**src/design/bfi_pkg.sv**
```systemverilog
// Shared types and constants of the brainfuck interpreter core.
package bfi_pkg;

  // Item kinds
  localparam logic [1:0] KIND_LOAD    = 2'd0;
  localparam logic [1:0] KIND_STEP    = 2'd1;
  localparam logic [1:0] KIND_RESTART = 2'd2;

  // Error codes
  localparam logic [1:0] ERR_NONE        = 2'd0;
  localparam logic [1:0] ERR_UNM_CLOSE   = 2'd1;
  localparam logic [1:0] ERR_UNM_OPEN    = 2'd2;
  localparam logic [1:0] ERR_STORE_FULL  = 2'd3;

  // Command characters
  localparam logic [7:0] CH_OPEN  = 8'h5B; // [
  localparam logic [7:0] CH_CLOSE = 8'h5D; // ]
  localparam logic [7:0] CH_RIGHT = 8'h3E; // >
  localparam logic [7:0] CH_LEFT  = 8'h3C; // <
  localparam logic [7:0] CH_INC   = 8'h2B; // +
  localparam logic [7:0] CH_DEC   = 8'h2D; // -
  localparam logic [7:0] CH_OUT   = 8'h2E; // .
  localparam logic [7:0] CH_IN    = 8'h2C; // ,

  typedef struct packed {
    logic       latch;
    logic       prog_we;
    logic       len_inc;
    logic       push;
    logic       pop;
    logic       match_wr_open;
    logic       match_wr_close;
    logic       err_we;
    logic [1:0] err_code;
    logic       exec;
    logic       restart;
    logic       clr_we;
    logic       fin;
  } cmd_t;

  typedef struct packed {
    logic err_nz;
    logic len_full;
    logic sd_full;
    logic sd_zero;
    logic pc_end;
    logic ch_open;
    logic ch_close;
    logic clr_last;
  } sts_t;

endpackage

```
**src/design/bfi_ctrl.sv**
```systemverilog
// Controller state machine of the brainfuck interpreter core.
module bfi_ctrl (
  input  logic          clk,
  input  logic          rst_n,
  input  logic          in_valid,
  output logic          in_stall,
  input  logic [1:0]    in_kind,
  output logic          out_valid,
  input  logic          out_stall,
  input  bfi_pkg::sts_t sts,
  output bfi_pkg::cmd_t cmd
);
  import bfi_pkg::*;

  typedef enum logic [2:0] {
    S_CLEAR, S_IDLE, S_POP1, S_POP2, S_EXEC, S_FIN
  } state_t;

  state_t state_r, state_nxt;
  logic   out_valid_r, out_valid_nxt;
  logic   fin_after_r, fin_after_nxt;

  always_comb begin
    cmd           = '0;
    state_nxt     = state_r;
    fin_after_nxt = fin_after_r;
    out_valid_nxt = out_valid_r && out_stall;
    case (state_r)
      S_CLEAR: begin
        cmd.clr_we = 1'b1;
        if (sts.clr_last) begin
          state_nxt = fin_after_r ? S_FIN : S_IDLE;
        end
      end
      S_IDLE: begin
        if (in_valid) begin
          cmd.latch = 1'b1;
          state_nxt = S_FIN;
          case (in_kind)
            KIND_LOAD: begin
              if (sts.err_nz) begin
              end else if (sts.len_full) begin
                cmd.err_we = 1'b1; cmd.err_code = ERR_STORE_FULL;
              end else if (sts.ch_open) begin
                if (sts.sd_full) begin
                  cmd.err_we = 1'b1; cmd.err_code = ERR_STORE_FULL;
                end else begin
                  cmd.push = 1'b1; cmd.prog_we = 1'b1; cmd.len_inc = 1'b1;
                end
              end else if (sts.ch_close) begin
                if (sts.sd_zero) begin
                  cmd.err_we = 1'b1; cmd.err_code = ERR_UNM_CLOSE;
                end else begin
                  cmd.pop = 1'b1; cmd.prog_we = 1'b1;
                  state_nxt = S_POP1;
                end
              end else begin
                cmd.prog_we = 1'b1; cmd.len_inc = 1'b1;
              end
            end
            KIND_STEP: begin
              if (sts.err_nz) begin
              end else if (!sts.sd_zero) begin
                cmd.err_we = 1'b1; cmd.err_code = ERR_UNM_OPEN;
              end else if (!sts.pc_end) begin
                state_nxt = S_EXEC;
              end
            end
            KIND_RESTART: begin
              cmd.restart   = 1'b1;
              fin_after_nxt = 1'b1;
              state_nxt     = S_CLEAR;
            end
            default: begin
            end
          endcase
        end
      end
      S_POP1: begin
        cmd.match_wr_open = 1'b1;
        state_nxt = S_POP2;
      end
      S_POP2: begin
        cmd.match_wr_close = 1'b1;
        cmd.len_inc = 1'b1;
        state_nxt = S_FIN;
      end
      S_EXEC: begin
        cmd.exec = 1'b1;
        state_nxt = S_FIN;
      end
      S_FIN: begin
        if (!out_valid_r || !out_stall) begin
          cmd.fin       = 1'b1;
          out_valid_nxt = 1'b1;
          state_nxt     = S_IDLE;
        end
      end
      default: state_nxt = S_IDLE;
    endcase
  end

  always_ff @(posedge clk) begin
    if (!rst_n) begin
      state_r     <= S_CLEAR;
      out_valid_r <= 1'b0;
      fin_after_r <= 1'b0;
    end else begin
      state_r     <= state_nxt;
      out_valid_r <= out_valid_nxt;
      fin_after_r <= fin_after_nxt;
    end
  end

  assign in_stall  = (state_r != S_IDLE);
  assign out_valid = out_valid_r;
endmodule

```
**config.mk**
```make
export PLATFORM = sky130hd
export DESIGN_NAME = bfi_ctrl
export DESIGN_NICKNAME = d
export VERILOG_FILES = /design/src/design/bfi_pkg.sv /design/src/design/bfi_ctrl.sv
export SDC_FILE = /design/constraint.sdc
export NUM_CORES = 1
export LEC_CHECK = 0
export BUFFER_PORTS_ARGS = -buffer_cell sky130_fd_sc_hd__buf_2
export CAP_MARGIN = 10
export CORE_AREA = 2 2 39 41
export DETAILED_ROUTE_END_ITERATION = 8
export DIE_AREA = 0 0 41 43
export GPL_ROUTABILITY_DRIVEN = 1
export PLACE_DENSITY = 0.73
export SKIP_LAST_GASP = 1
export SLEW_MARGIN = 5
export SYNTH_ARGS = -nofsm -noshare
export SYNTH_HDL_FRONTEND = slang
export SYNTH_SLANG_ARGS = --single-unit
export TNS_END_PERCENT = 20
```
**constraint.sdc**
```tcl
create_clock -name clk -period 1.75 [get_ports clk]
set_input_delay 0.35 -clock clk [delete_from_list [all_inputs] [get_ports clk]]
set_output_delay 0.35 -clock clk [all_outputs]
set_load 0.02 [all_outputs]
```
==> metrics <==
outcome complete, but fails checks; failing checks negative setup slack; vias 633; GRT Util Overall 17.1%; Max-slew headroom 77.5%; clk buf depth 2; Routed Antenna Nets 0; Final TNS setup -1060 ps; Avg WL per Cell 12.7 um; CTS tree yes; initial antenna violation count 0; FFs w/ async S/R, synth 0%; Least-Margin Pin Slew 334 ps; Syn Std Cell Area 472 um2; critical-path cell list nand4bb_1, or4_4, nor4b_4, buf_4; 1st-iter DRT viols 20; CP required 1400 ps; sw frac 33.4%; first-pass GRT wire length 2.09 mm; Vias/cell 5.46; Root Buffer Master clkbuf_4; core box area 0.00138 mm2; FF+latch area 100 um2; Residual DRC 0; Mapped Nets 77; crit end category output port; hpwl dp 1.13 mm; fin. max-slew vios 0; DRT Pass-1 Iters 4; Cell Pwr Density 546 mW/mm2; synth warn 0; post-synth top area share 21.2%; Area contributors post-synth dfxtp_1 21%, nor2_1 7.2%, a21oi_1 6.4%, or4_4 4.8%, nor3_1 3.2%; clk_skew 0.150 ps; diode count 0; RSZ-0062 raised after global routing true; CP Class register to output port; max incr delay on CP 480 ps; largest net degree at the start of global routing 15; Unique masters post-synth 33; Pleak 0.358 nW; GP Congestion 0.748; total power 0.391 mW; post-CTS setup buffer count 0; Yosys top cell by area dfxtp_1; I/O pin total 30; arrival time at the worst endpoint 1650 ps; Fin. Hold Viols 0; grt ovf 0; Max Cap Violations 0; f_max 501 MHz; r2r setup slk 370 ps; Power Internal 0.261 mW; final setup margin -247 ps; worst min-delay path class input pin to register; Final Setup Violations 6; Avg Synthesized Cell Area 7.49 um2; CP max FO 4; initial core utilization 34.1%; Critical Path Start Type register; ys flop type dfxtp_1; period utilisation layout 114%; # rows 14; layout cells sized above 1 44.0%; Reg clk slew, reported paths 50 ps; switching pwr 0.131 mW; multi-input logic area 359 um2; dpl cell area 687 um2; Fillers 154; Clock Latency Late Sink 240 ps; EDFF count, synth 0; clock sink count 5; CTS H-tree lvls 1; Mapped Cells 63; clock buffer count from CTS 3; Yosys reg bits 5; Clock Power Share 35.0%; WL final 1.47 mm; Worst path slowest cell or4_4; post-layout instance area 717 um2; Final Net Count 115; die area 0.00176 mm2; Logic pwr share 33.7%; Die W 41 um; part of the power in registers 31.3%; worst vdd ir 0.298 mV; Period minus WS final 2000 ps; Die Span Y 43 um; layout overhead on the synthesized area 52.0%; sequential share of the synthesized area 21.2%; vias in the first global route 551; PortBufs 29
layout make-up:
class	count	share of cell area, %
multi-input combinational	52	50.1
timing repair buffer	36	27.9
sequential	5	14.0
clock buffer	4	3.66
tap	16	2.79
inverter	3	1.57
synthesized netlist by cell type (2+ instances only):
master    instances
a21oi_1           6
or4_4             2
nand3_1           2
dfxtp_1           5
nor2_1            9
nand3b_1          2
clkbuf_1          3
and3_1            2
nor3_1            3
o21ai_0           2
o21a_1            2
nand2b_1          2
inv_1             3
registers in the layout, summed over array words and instances, names as in the netlist:
register / flops
state_r: 3
out_valid: 1
fin_after_r: 1
cell families after synthesis:
family | Yosys count | share of synthesized area, %
and+or+nand+nor | 33 | 46.4
buffers and inverters | 6 | 4.77
AOI/OAI and AO/OA | 19 | 27.6
DFF | 5 | 21.2
per-layer routing:
metal	up-vias	global-route usage (%)	share of wire (%)	wire length [um]
li1	316	-	-	-
met4	0	9.33	0.48	7
met5	-	0	0	0
met1	283	19.5	42	619
met3	2	4.19	9.7	143
met2	32	27.5	48	702
repair_timing:
action,4_1_cts,5_1_grt
endpoints found under the setup margin,6,7
gates resized for setup,1,1
pin swaps,0,0
hold buffers,0,0
cloned,0,0
per-stage QoR:
step | worst slack [ps] | utilization (%) | std cells | hold WS (ps)
2_1_floorplan | 26.5 | - | 63 | 442
3_5_place_dp | -96.2 | 49.6 | 112 | 461
5_1_grt | -309 | 51.8 | 116 | 388
6_report | -247 | 51.8 | 116 | 389
3_3_place_gp | -69.3 | 49.6 | 112 | 450
4_1_cts | -251 | 51.7 | 116 | 382
power groups by stage:
| stage | combinational (mW) | sequential [mW] | clock, mW |
|---|---|---|---|
| final | 0.132 | 0.122 | 0.137 |
| after global routing | 0.143 | 0.123 | 0.147 |
| after CTS | 0.131 | 0.122 | 0.140 |
| after detailed placement | 0.130 | 0.125 | 0 |
| after global placement | 0.128 | 0.124 | 0 |
| after floorplan | 0.0698 | 0.126 | 0 |
cells in the final DEF, fill, tap and decap left out, types with 2 or more instances in the layout:
| cell | instances |
|---|---|
| inv_1 | 3 |
| nor3_1 | 3 |
| clkbuf_4 | 3 |
| and3_1 | 2 |
| buf_2 | 28 |
| or4_4 | 2 |
| nand3b_1 | 2 |
| a21oi_1 | 6 |
| nand3_1 | 2 |
| o21ai_0 | 2 |
| o21a_1 | 2 |
| nor2_1 | 9 |
| nand2b_1 | 2 |
| buf_4 | 8 |
| dfxtp_1 | 5 |
worst max-delay path, delay by kind of cell, from the launching register on:
family,cells,cell delay [ps]
and+or+nand+nor,3,920
buffers and inverters,1,180
DFF,1,300
final timing paths:
path                                   from           to  cells after the start
worst min register to register  fin_after_r  fin_after_r                      1
worst max-delay path             state_r[1]      cmd[10]                      4
worst min-delay path              out_stall    out_valid                      3
worst max register to register   state_r[0]   state_r[2]                      5
(Power assumes the default switching activity.)
